$ cat src/sv/u8d_pkg.sv
`timescale 1ns / 1ps

package u8d_pkg;

  localparam int unsigned CpW        = 21;
  localparam int unsigned ByteW      = 8;
  localparam int unsigned HeldDepth  = 3;
  localparam int unsigned QueueDepth = 4;

  localparam logic [ByteW-1:0] Lead2Mask = 8'hE0;
  localparam logic [ByteW-1:0] Lead2Code = 8'hC0;
  localparam logic [ByteW-1:0] Lead3Mask = 8'hF0;
  localparam logic [ByteW-1:0] Lead3Code = 8'hE0;
  localparam logic [ByteW-1:0] Lead4Mask = 8'hF8;
  localparam logic [ByteW-1:0] Lead4Code = 8'hF0;
  localparam logic [ByteW-1:0] ContMask  = 8'hC0;
  localparam logic [ByteW-1:0] ContCode  = 8'h80;

  typedef enum logic [1:0] {
    StIdle,
    StRun,
    StFin
  } state_e;

  // pending multi-byte sequence
  typedef struct packed {
    logic [2:0]     seq_len;
    logic [1:0]     held_cnt;
    logic [CpW-1:0] partial;
    logic           broken;
  } dec_t;

  // what one byte step does
  typedef struct packed {
    dec_t           nxt;
    logic           emit;
    logic [CpW-1:0] point;
    logic           hold_we;
    logic [1:0]     hold_idx;
    logic           replay;
    logic [1:0]     replay_cnt;
  } step_t;

endpackage

$ cat src/sv/u8d_step.sv
`timescale 1ns / 1ps

module u8d_step (
  input  logic [u8d_pkg::ByteW-1:0] byte_i,
  input  u8d_pkg::dec_t             dec_i,
  output u8d_pkg::step_t            step_o
);

  logic [2:0] hc_inc;
  logic [2:0] hc_new;

  always_comb begin
    step_o     = '0;
    step_o.nxt = dec_i;
    hc_inc     = {1'b0, dec_i.held_cnt} + 3'd1;
    hc_new     = {1'b0, dec_i.held_cnt};
    if (dec_i.seq_len == 3'd0) begin
      if (!byte_i[7]) begin
        step_o.emit  = 1'b1;
        step_o.point = {{(u8d_pkg::CpW - u8d_pkg::ByteW){1'b0}}, byte_i};
      end else if ((byte_i & u8d_pkg::Lead2Mask) == u8d_pkg::Lead2Code) begin
        step_o.nxt.seq_len  = 3'd2;
        step_o.nxt.partial  = {16'd0, byte_i[4:0]};
        step_o.nxt.held_cnt = 2'd0;
        step_o.nxt.broken   = 1'b0;
      end else if ((byte_i & u8d_pkg::Lead3Mask) == u8d_pkg::Lead3Code) begin
        step_o.nxt.seq_len  = 3'd3;
        step_o.nxt.partial  = {17'd0, byte_i[3:0]};
        step_o.nxt.held_cnt = 2'd0;
        step_o.nxt.broken   = 1'b0;
      end else if ((byte_i & u8d_pkg::Lead4Mask) == u8d_pkg::Lead4Code) begin
        step_o.nxt.seq_len  = 3'd4;
        step_o.nxt.partial  = {18'd0, byte_i[2:0]};
        step_o.nxt.held_cnt = 2'd0;
        step_o.nxt.broken   = 1'b0;
      end
      // stray continuation or 11111xxx: skipped
    end else begin
      if (dec_i.held_cnt != 2'd3) begin
        hc_new          = hc_inc;
        step_o.hold_we  = 1'b1;
        step_o.hold_idx = dec_i.held_cnt;
      end
      step_o.nxt.held_cnt = hc_new[1:0];
      if (!dec_i.broken) begin
        if ((byte_i & u8d_pkg::ContMask) == u8d_pkg::ContCode) begin
          step_o.nxt.partial = {dec_i.partial[u8d_pkg::CpW-7:0], byte_i[5:0]};
        end else begin
          step_o.nxt.broken = 1'b1;
        end
      end
      if ((hc_new + 3'd1) >= dec_i.seq_len) begin
        if (!step_o.nxt.broken) begin
          step_o.emit  = 1'b1;
          step_o.point = step_o.nxt.partial;
        end else begin
          // drop the lead, feed the held bytes back in
          step_o.replay     = 1'b1;
          step_o.replay_cnt = hc_new[1:0];
        end
        step_o.nxt = '0;
      end
    end
  end

endmodule

$ cat src/sv/utf8_codepoint_decoder.sv
`timescale 1ns / 1ps

// UTF-8 to code point decoder. One byte is taken per request; end_of_string_i
// marks the last byte of a string. Each byte runs through a single byte-step
// unit from a 4-entry work queue, one byte per cycle unless a finished point
// must wait for a full output register. A request is loaded, then each byte
// is stepped (the byte itself plus up to six replayed bytes when broken
// sequences nest: three, then two, then one), then the queue is found empty
// and the request is closed out; close-out waits while the output register
// is full. in_ready_o is high only when the sequencer is idle. Code points are
// delivered with run_last_o on the last result of a request; string_done_o
// marks the last result of a string, and a string end that yields no point
// gives a single marker with point_valid_o low.
module utf8_codepoint_decoder (
  input  logic                      clk_i,
  input  logic                      rst_ni,
  input  logic                      in_valid_i,
  output logic                      in_ready_o,
  input  logic [u8d_pkg::ByteW-1:0] in_byte_i,
  input  logic                      end_of_string_i,
  output logic                      out_valid_o,
  input  logic                      out_ready_i,
  output logic [u8d_pkg::CpW-1:0]   code_point_o,
  output logic                      point_valid_o,
  output logic                      string_done_o,
  output logic                      run_last_o
);

  u8d_pkg::state_e state_q, state_d;
  u8d_pkg::dec_t   dec_q, dec_d;
  u8d_pkg::step_t  step;

  logic [u8d_pkg::ByteW-1:0] held_q [u8d_pkg::HeldDepth];
  logic [u8d_pkg::ByteW-1:0] qbuf_q [u8d_pkg::QueueDepth];
  logic [u8d_pkg::ByteW-1:0] qbuf_d [u8d_pkg::QueueDepth];
  logic [u8d_pkg::ByteW-1:0] held_ext [u8d_pkg::QueueDepth];
  logic [u8d_pkg::ByteW-1:0] rest [u8d_pkg::QueueDepth];
  logic [2:0] qcnt_q, qcnt_d;
  logic [2:0] qsum;
  logic       end_q, end_d;
  logic       pend_v_q, pend_v_d;
  logic [u8d_pkg::CpW-1:0] pend_cp_q, pend_cp_d;

  logic       out_valid_q, out_valid_d;
  logic [u8d_pkg::CpW-1:0] out_cp_q, out_cp_d;
  logic       out_pv_q, out_pv_d;
  logic       out_sd_q, out_sd_d;
  logic       out_rl_q, out_rl_d;
  logic       slot_free;
  logic       step_go;
  logic [1:0] kidx;

  u8d_step u_step (
    .byte_i (qbuf_q[0]),
    .dec_i  (dec_q),
    .step_o (step)
  );

  assign slot_free  = !out_valid_q || out_ready_i;
  assign in_ready_o = (state_q == u8d_pkg::StIdle);

  always_comb begin
    for (int j = 0; j < u8d_pkg::QueueDepth; j++) begin
      if (j < u8d_pkg::HeldDepth) begin
        held_ext[j] = (step.hold_we && (step.hold_idx == 2'(j))) ? qbuf_q[0] : held_q[j];
      end else begin
        held_ext[j] = '0;
      end
      if (j < u8d_pkg::QueueDepth - 1) begin
        rest[j] = qbuf_q[j+1];
      end else begin
        rest[j] = '0;
      end
    end
  end

  always_comb begin
    state_d     = state_q;
    dec_d       = dec_q;
    qbuf_d      = qbuf_q;
    qcnt_d      = qcnt_q;
    end_d       = end_q;
    pend_v_d    = pend_v_q;
    pend_cp_d   = pend_cp_q;
    out_valid_d = out_valid_q && !out_ready_i;
    out_cp_d    = out_cp_q;
    out_pv_d    = out_pv_q;
    out_sd_d    = out_sd_q;
    out_rl_d    = out_rl_q;
    step_go     = 1'b0;
    qsum        = '0;
    kidx        = '0;
    unique case (state_q)
      u8d_pkg::StIdle: begin
        if (in_valid_i) begin
          qbuf_d[0] = in_byte_i;
          qcnt_d    = 3'd1;
          end_d     = end_of_string_i;
          pend_v_d  = 1'b0;
          state_d   = u8d_pkg::StRun;
        end
      end
      u8d_pkg::StRun: begin
        if (qcnt_q == 3'd0) begin
          state_d = u8d_pkg::StFin;
        end else if (!(step.emit && pend_v_q && !slot_free)) begin
          step_go = 1'b1;
          dec_d   = step.nxt;
          if (step.emit) begin
            // earlier point is not the last of this request
            if (pend_v_q) begin
              out_valid_d = 1'b1;
              out_cp_d    = pend_cp_q;
              out_pv_d    = 1'b1;
              out_sd_d    = 1'b0;
              out_rl_d    = 1'b0;
            end
            pend_v_d  = 1'b1;
            pend_cp_d = step.point;
          end
          if (step.replay) begin
            for (int j = 0; j < u8d_pkg::QueueDepth; j++) begin
              kidx = 2'(j - int'(step.replay_cnt));
              qbuf_d[j] = (j < int'(step.replay_cnt)) ? held_ext[j] : rest[kidx];
            end
            qsum   = {1'b0, step.replay_cnt} + qcnt_q - 3'd1;
            qcnt_d = (qsum > 3'(u8d_pkg::QueueDepth)) ? 3'(u8d_pkg::QueueDepth) : qsum;
          end else begin
            qbuf_d = rest;
            qcnt_d = qcnt_q - 3'd1;
          end
        end
      end
      u8d_pkg::StFin: begin
        if (pend_v_q || end_q) begin
          if (slot_free) begin
            out_valid_d = 1'b1;
            out_cp_d    = pend_v_q ? pend_cp_q : '0;
            out_pv_d    = pend_v_q;
            out_sd_d    = end_q;
            out_rl_d    = 1'b1;
            pend_v_d    = 1'b0;
            if (end_q) begin
              dec_d = '0;
            end
            state_d = u8d_pkg::StIdle;
          end
        end else begin
          state_d = u8d_pkg::StIdle;
        end
      end
      default: state_d = u8d_pkg::StIdle;
    endcase
  end

  always_ff @(posedge clk_i or negedge rst_ni) begin
    if (!rst_ni) begin
      state_q     <= u8d_pkg::StIdle;
      dec_q       <= '0;
      qcnt_q      <= '0;
      end_q       <= 1'b0;
      pend_v_q    <= 1'b0;
      out_valid_q <= 1'b0;
    end else begin
      state_q     <= state_d;
      dec_q       <= dec_d;
      qcnt_q      <= qcnt_d;
      end_q       <= end_d;
      pend_v_q    <= pend_v_d;
      out_valid_q <= out_valid_d;
    end
  end

  always_ff @(posedge clk_i) begin
    qbuf_q    <= qbuf_d;
    pend_cp_q <= pend_cp_d;
    out_cp_q  <= out_cp_d;
    out_pv_q  <= out_pv_d;
    out_sd_q  <= out_sd_d;
    out_rl_q  <= out_rl_d;
    if (step_go && step.hold_we) begin
      held_q[step.hold_idx] <= qbuf_q[0];
    end
  end

  assign out_valid_o   = out_valid_q;
  assign code_point_o  = out_cp_q;
  assign point_valid_o = out_pv_q;
  assign string_done_o = out_sd_q;
  assign run_last_o    = out_rl_q;

  a_busy_after_req: assert property (@(posedge clk_i) disable iff (!rst_ni)
    in_valid_i && in_ready_o |=> !in_ready_o)
    else $error("decoder ready right after taking a request");

  a_marker_form: assert property (@(posedge clk_i) disable iff (!rst_ni)
    out_valid_o && !point_valid_o |-> string_done_o && run_last_o && (code_point_o == '0))
    else $error("end marker malformed");

  a_done_is_last: assert property (@(posedge clk_i) disable iff (!rst_ni)
    out_valid_o && string_done_o |-> run_last_o)
    else $error("string_done without run_last");

  a_queue_bound: assert property (@(posedge clk_i) disable iff (!rst_ni)
    qcnt_q <= 3'(u8d_pkg::QueueDepth))
    else $error("work queue overflow");

endmodule
$ cat config.mk
export PLATFORM = sky130hd
export DESIGN_NAME = utf8_codepoint_decoder
export DESIGN_NICKNAME = d
export VERILOG_FILES = /design/src/sv/u8d_pkg.sv /design/src/sv/u8d_step.sv /design/src/sv/utf8_codepoint_decoder.sv
export SDC_FILE = /design/constraint.sdc
export NUM_CORES = 1
export LEC_CHECK = 0
export BUFFER_PORTS_ARGS = -buffer_cell sky130_fd_sc_hd__buf_2
export CAP_MARGIN = 40
export CELL_PAD_IN_SITES_DETAIL_PLACEMENT = 0
export CELL_PAD_IN_SITES_GLOBAL_PLACEMENT = 1
export CORE_ASPECT_RATIO = 1.5
export CORE_MARGIN = 1.5
export CORE_UTILIZATION = 45
export DETAILED_ROUTE_END_ITERATION = 16
export GPL_TIMING_DRIVEN = 1
export HOLD_SLACK_MARGIN = 0.06
export PLACE_DENSITY_LB_ADDON = 0.1
export SLEW_MARGIN = 20
export SYNTH_ARGS = -nofsm -noshare
export SYNTH_HDL_FRONTEND = slang
export SYNTH_HIERARCHICAL = 1
export SYNTH_SLANG_ARGS = --single-unit
$ cat constraint.sdc
create_clock -name clk_i -period 6.3 [get_ports clk_i]
set_clock_uncertainty 0.2 [all_clocks]
set_input_delay 1.26 -clock clk_i [delete_from_list [all_inputs] [get_ports clk_i]]
set_output_delay 1.26 -clock clk_i [all_outputs]
set_load 0.005 [all_outputs]
==> results.yml <==
global_routing:
  grt_pass1_wl_mm: 27.0
  antenna_found_initial: 0
  gr-usage-met1: 0.264
  grt_max_degree: 57
  grt_pass1_vias: 5004
  grt_usage: 0.213
  met2_usage: 0.378
  overflow: 0
  grtUsageMet3: 0.0330
  gr-max-usage-layer: "met2"
logic_synthesis:
  synthCells: 615
  ys_warn_count: 6
  synthesis.area_um2: 6990
  synth_area_per_cell_um2: 11.4
  synthesis.nets: 642
final_layout:
  areaGrowthSynthToFinish_pct: 12.8
  antenna_cells: 0
  layout-drive-gt1-share: 0.180
  fill_cells: 1371
  nets: 668
  fin_area_um2: 7890
placed_design:
  place.port_buffers: 38
  dpl_cell_area_um2: 7310
  gp_congestion: 0.781
  place_hpwl_mm: 11.2
power_and_ir_drop:
  p_sw_frac: 0.399
  power.internal_uw: 2660
  p_clk_frac: 0.215
  power.switching_uw: 1770
  seqPwrFrac: 0.367
  peakVddDrop_mv: 0.245
  power.density_nw_per_um2: 562
  p_comb_frac: 0.418
  leakagePower_uw: 0.00312
detailed_routing:
  wirelength_mm: 16.4
  route.vias.total: 4778
  drt_iter0_drc: 247
  wl_per_cell_um: 19.2
  firstDrtPassIters: 5
  antenna_left: 0
  vias_per_cell: 5.60
  drcViolationCount: 0
timing:
  finalSetupViolations: 0
  slew_viol_final: 0
  fmax_mhz: 211
  tns_ns: 0
  rsz0062_at_grt: "false"
  tightest_slew_ns: 0.763
  slew_headroom: 0.491
  min_period_ns: 4.73
  hold_viol: 0
  period_share: 0.751
clocking:
  htree_levels: 4
  clkSinkCount: 130
  cts_buffers: 17
  cts_tree: "built"
  post-cts-setup-buffers: 0
  cts_buffer_depth: 2
  cts-root-buf: "clkbuf_16"
  clkLatencyLatePin_ns: 0.41
  hold_buffers: 0
  post_cts_resized: 0
  cts.clk_slew.worst_paths_ns: 0.06
floorplanning:
  initial_core_util: 0.462
  io_pins: 39
  rows: 55
  die_area_um2: 16300
  die_w_um: 105
  fp.dieH_um: 156
  core_area_um2: 15100
critical_path:
  cp-start-kind: "flip-flop"
  cp.arrival_ns: 4.64
  required_ns: 6.20
  path_class: "flip-flop to flip-flop"
  critPathCaptureType: "flip-flop"
  crit_path_max_fanout: 20
worst_hold_path:
  worstHoldPathType: "flip-flop to flip-flop"
job:
  max_cap_violations: 0
run_status:
  outcome: "finished, final reports clean"
path summary, 6_finish.rpt:
check | from | end | slack [ns] | cells past startpoint
max reg2reg | dec_q[23]$_DFFE_PN0P_ | qbuf_q[27]$_DFFE_PP_ | 1.57 | 13
max | dec_q[23]$_DFFE_PN0P_ | qbuf_q[27]$_DFFE_PP_ | 1.57 | 13
min reg2reg | qcnt_q[1]$_DFFE_PN0P_ | qcnt_q[1]$_DFFE_PN0P_ | 0.30 | 1
min in group asynchronous | rst_ni | dec_q[15]$_DFFE_PN0P_ | 0.69 | 1
max in group asynchronous | rst_ni | qcnt_q[2]$_DFFE_PN0P_ | 4.73 | 1
min | qcnt_q[1]$_DFFE_PN0P_ | qcnt_q[1]$_DFFE_PN0P_ | 0.30 | 1
registers in the layout, summed over array words and instances, names as in the netlist:
register	cells
qbuf_q	32
held_q	24
code_point_o	21
dec_q	21
pend_cp_q	21
qcnt_q	3
state_q	2
end_q	1
out_valid_o	1
pend_v_q	1
point_valid_o	1
run_last_o	1
string_done_o	1
power groups by stage:
| stage | clock, µW | sequential [µW] | combinational (µW) |
|---|---|---|---|
| after global placement | 0 | 1640 | 1790 |
| after global routing | 1010 | 1670 | 2060 |
| final | 951 | 1630 | 1850 |
| after floorplan | 0 | 1570 | 1420 |
| after CTS | 973 | 1630 | 1860 |
| after detailed placement | 0 | 1650 | 1840 |
layout make-up:
| type | count | area (µm²) | share of cell area |
|---|---|---|---|
| Sequential cell | 130 | 3760 | 0.476 |
| Multi-Input combinational cell | 408 | 2890 | 0.366 |
| Clock buffer | 18 | 429 | 0.0544 |
| Timing Repair Buffer | 50 | 293 | 0.0371 |
| Tap cell | 199 | 249 | 0.0316 |
| Clock inverter | 14 | 143 | 0.0181 |
| Inverter | 34 | 128 | 0.0162 |
placed cells by master (no fill, tap or decap), types with 3 or more instances in the layout:
master      instances
a21oi_1            15
a221oi_1            3
a22o_1             15
a31oi_1            15
a32o_1              3
and2_1             26
and2b_1            17
and3_1             24
buf_2              39
buf_4               9
clkbuf_16          17
clkinvlp_4          5
dfrtp_1            29
edfxtp_1          101
ha_1               14
inv_1              33
inv_6               6
mux2_2              8
mux2_4             14
mux2i_1            28
nand2_1            44
nand3_1            10
nor2_1             39
nor2b_1            22
nor3_1              4
o21ai_0            24
o21ai_1             3
o221ai_1            8
o22ai_1            26
o2bb2ai_1           9
metrics by stage:
stage | util | total power, µW | std cells | setup WS [ns] | hold slack [ns]
3_5_place_dp | 0.483 | 3490 | 820 | 1.61 | 0.285
3_3_place_gp | 0.480 | 3430 | 817 | 1.51 | 0.277
5_1_grt | 0.521 | 4740 | 853 | 1.28 | 0.311
6_report | 0.521 | 4430 | 853 | 1.57 | 0.299
2_1_floorplan | - | 2980 | 615 | 0.0436 | 0.266
4_1_cts | 0.521 | 4460 | 852 | 1.58 | 0.300
critical path, cell delays in order (launching register included):
cell      delay [ns]
dfrtp_1         0.42
inv_1           0.20
nand2_1         0.13
ha_1            0.30
nor2b_1         0.25
o21ai_0         0.18
buf_4           0.24
a22oi_1         0.60
inv_1           0.32
nand4b_1        0.23
a21oi_2         0.08
or3_2           0.49
a31oi_1         0.45
buf_2           0.32
routing by layer:
metal,vias to the layer above,share of wire
li1,2313,-
met1,2356,0.43
met2,88,0.53
met3,21,0.029
met4,0,0.017
met5,-,0
Note: power is estimated with default switching activity, not from simulation.
